<file path="src/rtl/assert_macros.svh">
`ifndef ASSERT_MACROS_SVH
`define ASSERT_MACROS_SVH
// Concurrent assertion helpers, synchronous active-high reset.

// Same-cycle implication.
`define ASSERT_IMPL(label, clk, rst, ante, cons) \
   label: assert property (@(posedge clk) disable iff (rst) (ante) |-> (cons)) \
      else $error("assertion failed");

// Next-cycle implication.
`define ASSERT_NEXT(label, clk, rst, ante, cons) \
   label: assert property (@(posedge clk) disable iff (rst) (ante) |=> (cons)) \
      else $error("assertion failed");

`endif

</file>
<file path="src/rtl/nrdiv_pkg.sv">
`timescale 1ns / 1ps
package nrdiv_pkg;

   localparam logic [15:0] RECIP_XOR = 16'h7FFF;
   localparam logic [15:0] MASK_S8   = 16'hFF00;
   localparam logic [15:0] MASK_S4   = 16'hF000;
   localparam logic [15:0] MASK_S2   = 16'hC000;
   localparam logic [15:0] MASK_S1   = 16'h8000;

   // Sideband that rides along the pipeline with each transaction.
   typedef struct packed {
      logic [15:0] numerator;
      logic [3:0]  shift_applied;   // {s8, s4, s2, s1}
   } nrdiv_side_type;

   // One Newton operand set between stages.
   typedef struct packed {
      logic           vld;
      logic [15:0]    d;
      logic [15:0]    x;
      nrdiv_side_type side;
   } nrdiv_stage_type;

endpackage

</file>
<file path="src/rtl/nrdiv_norm.sv">
`timescale 1ns / 1ps
`include "assert_macros.svh"
module nrdiv_norm
   import nrdiv_pkg::*;
(
   input  logic            clock,
   input  logic            reset,
   input  logic            in_vld,
   input  logic [15:0]     in_numerator,
   input  logic [15:0]     in_denominator,
   output nrdiv_stage_type out_stage
);

   logic [15:0] d8, d4, d2, d1, x_raw, x0;
   logic        s8, s4, s2, s1;
   logic        vld_ff, vld_in;
   logic [15:0] d_ff, d_in, x_ff, x_in;
   nrdiv_side_type side_ff, side_in;

   always_comb begin
      s8 = (in_denominator & MASK_S8) == 16'd0;
      d8 = s8 ? {in_denominator[7:0], 8'd0} : in_denominator;
      s4 = (d8 & MASK_S4) == 16'd0;
      d4 = s4 ? {d8[11:0], 4'd0} : d8;
      s2 = (d4 & MASK_S2) == 16'd0;
      d2 = s2 ? {d4[13:0], 2'd0} : d4;
      s1 = (d2 & MASK_S1) == 16'd0;
      d1 = s1 ? {d2[14:0], 1'b0} : d2;
      x_raw = d1 ^ RECIP_XOR;
      x0 = x_raw - {4'd0, x_raw[15:4]};
   end

   assign vld_in = in_vld;
   assign d_in   = d1;
   assign x_in   = x0;
   assign side_in.numerator     = in_numerator;
   assign side_in.shift_applied = {s8, s4, s2, s1};

   always_ff @(posedge clock) begin
      if (reset) begin
         vld_ff <= 1'b0;
      end else begin
         vld_ff <= vld_in;
      end
      d_ff    <= d_in;
      x_ff    <= x_in;
      side_ff <= side_in;
   end

   assign out_stage.vld  = vld_ff;
   assign out_stage.d    = d_ff;
   assign out_stage.x    = x_ff;
   assign out_stage.side = side_ff;

   // Normalized divisor has its top bit set unless it is zero.
   `ASSERT_IMPL(a_norm_msb, clock, reset, vld_ff, d_ff[15] || (d_ff == 16'd0))

endmodule

</file>
<file path="src/rtl/nrdiv_newton.sv">
`timescale 1ns / 1ps
module nrdiv_newton
   import nrdiv_pkg::*;
(
   input  logic            clock,
   input  logic            reset,
   input  nrdiv_stage_type in_stage,
   output nrdiv_stage_type out_stage
);

   // Stage A: a = (d * x) >> 16
   logic [31:0]     dx_prod;
   logic [15:0]     a_ff, a_in;
   nrdiv_stage_type sa_ff;

   assign dx_prod = in_stage.d * in_stage.x;
   assign a_in    = dx_prod[31:16];

   always_ff @(posedge clock) begin
      if (reset) begin
         sa_ff.vld <= 1'b0;
      end else begin
         sa_ff.vld <= in_stage.vld;
      end
      sa_ff.d    <= in_stage.d;
      sa_ff.x    <= in_stage.x;
      sa_ff.side <= in_stage.side;
      a_ff       <= a_in;
   end

   // Stage B: c = bits 30..15 of x * signed(b)
   logic        [15:0] b;
   logic signed [32:0] xb_prod;
   logic        [15:0] c_ff, c_in;
   nrdiv_stage_type    sb_ff;

   assign b       = (a_ff ^ RECIP_XOR) + 16'd1;
   assign xb_prod = $signed({1'b0, sa_ff.x}) * $signed(b);
   assign c_in    = xb_prod[30:15];

   always_ff @(posedge clock) begin
      if (reset) begin
         sb_ff.vld <= 1'b0;
      end else begin
         sb_ff.vld <= sa_ff.vld;
      end
      sb_ff.d    <= sa_ff.d;
      sb_ff.x    <= sa_ff.x;
      sb_ff.side <= sa_ff.side;
      c_ff       <= c_in;
   end

   // Correction add lands in the consumer's stage.
   assign out_stage.vld  = sb_ff.vld;
   assign out_stage.d    = sb_ff.d;
   assign out_stage.x    = sb_ff.x + c_ff;
   assign out_stage.side = sb_ff.side;

endmodule

</file>
<file path="src/rtl/newton_reciprocal_divider16_unit.sv">
`timescale 1ns / 1ps
`include "assert_macros.svh"
// Approximate unsigned 16-bit divider, fully pipelined: one transaction may
// be started every clock (busy is always low). rsp_strobe is high with the
// quotient on rsp_quotient after the transaction has passed all stages.
// The receiver cannot stall, so every strobe must be captured in its cycle.
// The stages in order: normalize and estimate, two Newton steps of two
// multiplier stages each, the numerator product, and the output shift.
// A zero divisor is not flagged; it yields the formula-defined value.
module newton_reciprocal_divider16_unit
   import nrdiv_pkg::*;
(
   input  logic        clock,
   input  logic        reset,
   input  logic        start,
   output logic        busy,
   input  logic [15:0] req_numerator,
   input  logic [15:0] req_denominator,
   output logic        rsp_strobe,
   output logic [15:0] rsp_quotient
);

   nrdiv_stage_type st_norm, st_n1, st_n2;

   // Pipeline never back-pressures.
   assign busy = 1'b0;

   // Stage 1: shift divisor until bit 15 set, form x0.
   nrdiv_norm u_norm (
      .clock          (clock),
      .reset          (reset),
      .in_vld         (start & ~busy),
      .in_numerator   (req_numerator),
      .in_denominator (req_denominator),
      .out_stage      (st_norm)
   );

   // Stages 2..3 and 4..5: Newton refinements.
   nrdiv_newton u_newton1 (
      .clock     (clock),
      .reset     (reset),
      .in_stage  (st_norm),
      .out_stage (st_n1)
   );

   nrdiv_newton u_newton2 (
      .clock     (clock),
      .reset     (reset),
      .in_stage  (st_n1),
      .out_stage (st_n2)
   );

   // Stage 6: r = n * f, keep which shifts were applied.
   logic        r_vld_ff;
   logic [31:0] r_ff, r_in;
   logic [3:0]  r_shift_ff;

   assign r_in = st_n2.side.numerator * st_n2.x;

   always_ff @(posedge clock) begin
      if (reset) begin
         r_vld_ff <= 1'b0;
      end else begin
         r_vld_ff <= st_n2.vld;
      end
      r_ff       <= r_in;
      r_shift_ff <= st_n2.side.shift_applied;
   end

   // Stage 7: undo the shifts NOT applied. {~s8,~s4,~s2,~s1} is the binary
   // right-shift amount (8+4+2+1 weights).
   logic [3:0]  rsh_amt;
   logic [31:0] r_shifted;
   logic        rsp_strobe_ff;
   logic [15:0] rsp_quotient_ff, rsp_quotient_in;

   assign rsh_amt         = ~r_shift_ff;
   assign r_shifted       = r_ff >> rsh_amt;
   assign rsp_quotient_in = r_shifted[31:16];

   always_ff @(posedge clock) begin
      if (reset) begin
         rsp_strobe_ff <= 1'b0;
      end else begin
         rsp_strobe_ff <= r_vld_ff;
      end
      rsp_quotient_ff <= rsp_quotient_in;
   end

   assign rsp_strobe   = rsp_strobe_ff;
   assign rsp_quotient = rsp_quotient_ff;

   // Every started transaction comes out with rsp_strobe.
   `ASSERT_IMPL(a_start_to_strobe, clock, reset, start && !busy, ##7 rsp_strobe)
   // No strobe without a start at the matching earlier edge.
   `ASSERT_IMPL(a_strobe_has_start, clock, reset, rsp_strobe, $past(start, 7))
   // Product stage valid follows second Newton step valid.
   `ASSERT_NEXT(a_prod_follows, clock, reset, st_n2.vld, r_vld_ff)

endmodule
</file>
<file path="config.mk">
export PLATFORM = sky130hd
export DESIGN_NAME = newton_reciprocal_divider16_unit
export DESIGN_NICKNAME = d
export VERILOG_FILES = /design/src/rtl/nrdiv_pkg.sv /design/src/rtl/nrdiv_norm.sv /design/src/rtl/nrdiv_newton.sv /design/src/rtl/newton_reciprocal_divider16_unit.sv
export VERILOG_INCLUDE_DIRS = /design/src /design/src/rtl
export SDC_FILE = /design/constraint.sdc
export NUM_CORES = 2
export LEC_CHECK = 0
export CAP_MARGIN = 10
export CORE_ASPECT_RATIO = 0.75
export CORE_MARGIN = 2
export CORE_UTILIZATION = 24
export CTS_CLUSTER_SIZE = 10
export DETAILED_ROUTE_END_ITERATION = 10
export DONT_BUFFER_PORTS = 1
export GPL_TIMING_DRIVEN = 0
export MAX_ROUTING_LAYER = met4
export PLACE_DENSITY = 0.44
export SETUP_SLACK_MARGIN = 0.05
export SLEW_MARGIN = 20
export SYNTH_ARGS = -nofsm -noshare
export SYNTH_HDL_FRONTEND = slang
export SYNTH_SLANG_ARGS = --single-unit
</file>
<file path="constraint.sdc">
create_clock -name clock -period 8 [get_ports clock]
set_clock_uncertainty 0.05 [all_clocks]
set_input_delay 1.6 -clock clock [delete_from_list [all_inputs] [get_ports clock]]
set_output_delay 1.6 -clock clock [all_outputs]
set_load 0.02 [all_outputs]
</file>
After elaboration in Yosys (flattened, before gate mapping)
Index checks and enable logic that the tools add are counted.
{"block": "totals", "inputBits": 35, "register_bits": 351, "output_inout_bits": 18}
{"block": "classes", "muxes": 4, "bitwise": 4, "shift": 1, "n_addsub": 5, "mul": 5, "n_reduce_logical": 4}
{"cell": "$mul A16 B16 Y32", "count": 3}
{"cell": "$logic_not A16 Y1", "count": 4}
{"cell": "$mux W16", "count": 4}
{"cell": "$mul A17 B16 Y31", "count": 2}
{"cell": "$not A15 Y15", "count": 3}
{"cell": "$add A16 B1 Y16 const B", "count": 2}
{"cell": "$add A16 B16 Y16", "count": 2}
{"cell": "$shr A32 B4 Y32", "count": 1}
{"cell": "$sub A16 B12 Y16", "count": 1}
{"cell": "$not A4 Y4", "count": 1}

Longest topological paths before layout
{"block": "logic_depth", "ltp_word": 10, "mapped_depth": 34}

By module
Synthesis repeated with hierarchy kept, for this count alone.
{"block": "hier_totals", "cells_unflattened": 5676, "area_unflattened_um2": 52907.0}
{"module": "nrdiv_newton (u_newton1)", "n_inst": 1, "cells_each": 2142, "area_each_um2": 20159.3}
{"module": "nrdiv_newton (u_newton2)", "n_inst": 1, "cells_each": 2131, "area_each_um2": 20050.5}
{"module": "newton_reciprocal_divider16_unit", "n_inst": 1, "cells_each": 1084, "area_each_um2": 9701.8}
{"module": "nrdiv_norm", "n_inst": 1, "cells_each": 319, "area_each_um2": 2995.4}

Worst setup path before layout
Ideal clock, no wire load.
{"block": "synth_path", "path_kind": "flip-flop to flip-flop", "start": "reg u_newton2.sb_ff[20] (netlist name)", "end": "reg r_ff[31]", "arrival_time_ps": 8023, "path_slack_ps": -145, "stages_incl_launch_ff": 34, "cell_sequence": "dfxtp_1 > ha_1 > fa_1 > a21o_1 > a21oi_1 > o21bai_1 > a21o_1 > a21oi_1 > o211ai_1 > a31o_2 > a21oi_1 > xnor2_1 > clkbuf_1 > nand2_1 > fa_1 > fa_1 > inv_1 > fa_1 > fa_1 > fa_1 > inv_1 > fa_1 > inv_1 > ha_1 > a21o_1 > a21oi_1 > o2111a_1 > o211a_1 > o31ai_2 > a221o_1 > or4_4 > a31o_4 > a21oi_2 > xnor2_1"}
{"block": "synth_via", "elab_chain_len": 2}
{"element": "from (decl)", "line": "nrdiv_newton.sv:35", "source": "nrdiv_stage_type sb_ff;"}
{"element": "$add A16 B16 Y16", "line": "nrdiv_newton.sv:56", "source": "assign out_stage.x = sb_ff.x + c_ff;"}
{"element": "$mul A16 B16 Y32", "line": "newton_reciprocal_divider16_unit.sv:58", "source": "assign r_in = st_n2.side.numerator * st_n2.x;"}
{"element": "named net r_in[31]", "line": "newton_reciprocal_divider16_unit.sv:55", "source": "logic [31:0] r_ff, r_in;"}
{"element": "to (signal assigned)", "line": "newton_reciprocal_divider16_unit.sv:66", "source": "r_ff <= r_in;"}
{"element": "to (decl)", "line": "newton_reciprocal_divider16_unit.sv:55"}
The timed path passes the listed nets, and every way through them passes these cells.
A chain may end at the register's enable or synchronous reset.

Worst setup path after layout
{"block": "layout_path", "start": "reg u_newton2.sb_ff[21] (netlist name)", "end": "reg r_ff[31]"}
The elaborated chain is that of the path after synthesis.

==> impl_metrics.toml <==
[clock_network]
cts_tree = "done"
cts_hold_buf = 0
htreeDepth = 2
numCtsBuffers = 48
numClockSinks = 335
cts_buffer_depth = 3
path_clk_slew_ps = 50
clock-root-buffer = "clkbuf_16"
clk_latency_ps = 630

[global_route]
grt_pass1_wl_mm = 225.3
overflow = 0
antenna_found_initial = 14
grt_pass1_vias = 37570
grt_max_degree = 14
track_usage_pct = 14.23

[worst_setup_path]
critPathArrivalTime_ps = 8860
worstSetupPathType = "reg2reg"
startpoint_type = "register"
endpoint_kind = "register"
worst-path-max-fanout = 4
cpPeakStageDelay_ps = 600
crit_top_cell = "fa_1"
cp.required_ps = 8500
cp_slowest_cell = "fa_2"

[cells_and_area]
drive_gt1_share_pct = 8.686
final_nets = 7063
stdcell_area_um2 = 57560
syn2layout_area_growth_pct = 15.04

[timing]
drv_slew = 0
hold_violations = 0
whs_ps = 268.8
slew_headroom_pct = 29.12
fin_crit_ps = 8362
setup_slack_ps = -361.6
setup_viol = 11
fin_crit_sh_pct = 104.5
clock.fmax_mhz = 119.6
tightestPinTransition_ps = 1056
rsz0062_at_grt = "true"

[synthesis]
ys.flop_type = "dfxtp_1"
avgSynthCellArea_um2 = 9.339
syn_inst = 5358
yosysMostFrequentCell = "inv_1"
ys_ff_latch = 335
synthArstFlopShare_pct = 0
synth.distinct_cells = 83
syn_nets = 6924
yosys-top-cells-count = "inv_1, fa_1, nand2_1, ha_1, and2_1"
synth.top_cell.area_share_pct = 38.73
yosys_warnings = 0
seq_area_frac_synth_pct = 13.40
syn_area_um2 = 50040
synth_edf_count = 0
synth.area.top_cells = "fa_1, ha_1, dfxtp_1"
yosys.area.top_type = "fa_1"

[run]
max_cap_viol_count = 0

[route]
drt-initial-drc-count = 1915
first_pass_iters = 5
drc = 0
wirelength_mm = 142.2
drtAntennaViolNets = 0
routed_via_density = 4.179
routedWlPerCell_um = 17.08
routed-via-count = 34780

[run_status]
status = "finished with violations"
failed_checks = "negative setup slack"

[placed_design]
placed_cell_area_um2 = 53580
port_buffers = 0
gp_congestion = 0.8541
hpwlAfterDp_mm = 116.6

[floorplanning]
initial_core_util_pct = 24.09
ioPinCount = 53
coreArea_um2 = 207700
die_h_um = 399.4
rows = 145
die_area_um2 = 212200
die_x_um = 531.2

[min_path]
worst_hold_path_type = "reg2reg"
-- state kept, by name, summed over array words and instances, names as in the netlist --
signal and flops:
u_newton1.out_stage 37, u_newton1.sb_ff 16, u_norm.out_stage 20, rsp_quotient 16, u_norm.vld_ff 1, u_newton2.a_ff 16
rsp_strobe 1, r_ff 16, u_newton1.c_ff 16, u_newton1.sa_ff 53, u_newton1.a_ff 16, r_shift_ff 4
u_newton2.c_ff 16, u_newton2.sb_ff 16, u_norm.x_ff 16, r_vld_ff 1, u_norm.d_ff 16, u_newton2.out_stage 21
u_newton2.sa_ff 37
-- metal layers --
metal  global-route usage [%]  part of all wire (%)  vias to the layer above
met5                        -                     0                        -
met4                    2.118                   1.3                        0
met3                    2.626                   6.5                      113
met2                    19.43                    39                      796
met1                    21.76                    53                    17610
li1                         -                     -                    16260
-- what timing repair did --
action | 4_1_cts | 5_1_grt
pin swaps | 64 | 55
gates resized for setup | 208 | 208
endpoints found under the setup margin | 62 | 51
buffers inserted | 42 | 48
-- path summary, 6_finish.rpt --
check | from | end | slack, ps | depth (start not counted)
max reg2reg | u_newton2.sb_ff[21]$_DFF_P_ | r_ff[31]$_DFF_P_ | -360 | 30
min | u_norm.out_stage[19]$_DFF_P_ | u_newton1.sa_ff[19]$_DFF_P_ | 270 | 0
min reg2reg | u_norm.out_stage[19]$_DFF_P_ | u_newton1.sa_ff[19]$_DFF_P_ | 270 | 0
max | u_newton2.sb_ff[21]$_DFF_P_ | r_ff[31]$_DFF_P_ | -360 | 30
-- stage by stage --
step                      std cells  util [%]  setup TNS, ps  setup slack [ps]
final                          8322     27.71          -1426            -361.6
after global routing           8319     27.71          -5476            -599.9
after CTS                      8271     27.18          -1481            -377.6
after detailed placement       8152     25.79         -42490             -1664
after global placement         8151     25.78         -43360             -1796
after floorplan                5358         -              0             74.79
-- worst max-delay path: cells and delay by family, from the launching register on --
| kind | cells | cell delay (ps) |
|---|---|---|
| adders and majority gates | 8 | 3500 |
| DFF | 1 | 360 |
| xor gates and xnor gates | 1 | 130 |
| buffers and inverters | 2 | 100 |
| and+or+nand+nor | 5 | 1250 |
| AOI/OAI and AO/OA | 14 | 2930 |
-- cell type report --
| type | count | area [µm²] |
|---|---|---|
| Fill cell | 22210 | 150200 |
| Multi-Input combinational cell | 3611 | 39460 |
| Sequential cell | 335 | 6723 |
| Inverter | 1233 | 4628 |
| Tap cell | 2793 | 3495 |
| Clock buffer | 58 | 1289 |
| Buffer | 177 | 948.4 |
| Timing Repair Buffer | 91 | 754.5 |
| Clock inverter | 21 | 261.5 |
| Antenna cell | 3 | 7.507 |
-- kinds of logic (layout without fill, tap and decap cells) --
| kind of cell | after synthesis | after routing | synth area share [%] |
|---|---|---|---|
| AND/OR/NAND/NOR | 1558 | 1558 | 14.98 |
| flip-flops | 335 | 335 | 13.40 |
| XOR/XNOR | 153 | 153 | 2.678 |
| buffers and inverters | 1412 | 1580 | 10.67 |
| adder cells (fa/ha/maj) | 1531 | 1531 | 52.81 |
| AO/OA/AOI/OAI | 320 | 320 | 4.364 |
| multiplexers | 48 | 48 | 1.098 |
| other | 1 | 4 | 0.007494 |
-- cells in the final DEF, fill, tap and decap left out, types with 18 or more instances in the layout --
| cell type | count |
|---|---|
| or2_2 | 31 |
| ha_1 | 550 |
| clkbuf_16 | 48 |
| o21a_1 | 18 |
| nor2b_1 | 18 |
| dfxtp_1 | 324 |
| nor3_1 | 18 |
| xnor2_1 | 67 |
| and2_1 | 489 |
| nand2_1 | 795 |
| a21o_1 | 44 |
| nor2_1 | 80 |
| nand3_1 | 30 |
| mux2i_1 | 38 |
| a21oi_1 | 64 |
| xor2_1 | 35 |
| clkbuf_1 | 109 |
| xnor2_2 | 22 |
| inv_1 | 1225 |
| buf_4 | 92 |
| o21ai_0 | 44 |
| fa_1 | 963 |
| clkbuf_2 | 24 |
Power is not shown: default switching activity piles up to over one toggle a cycle in this logic, so the estimate is an artifact.
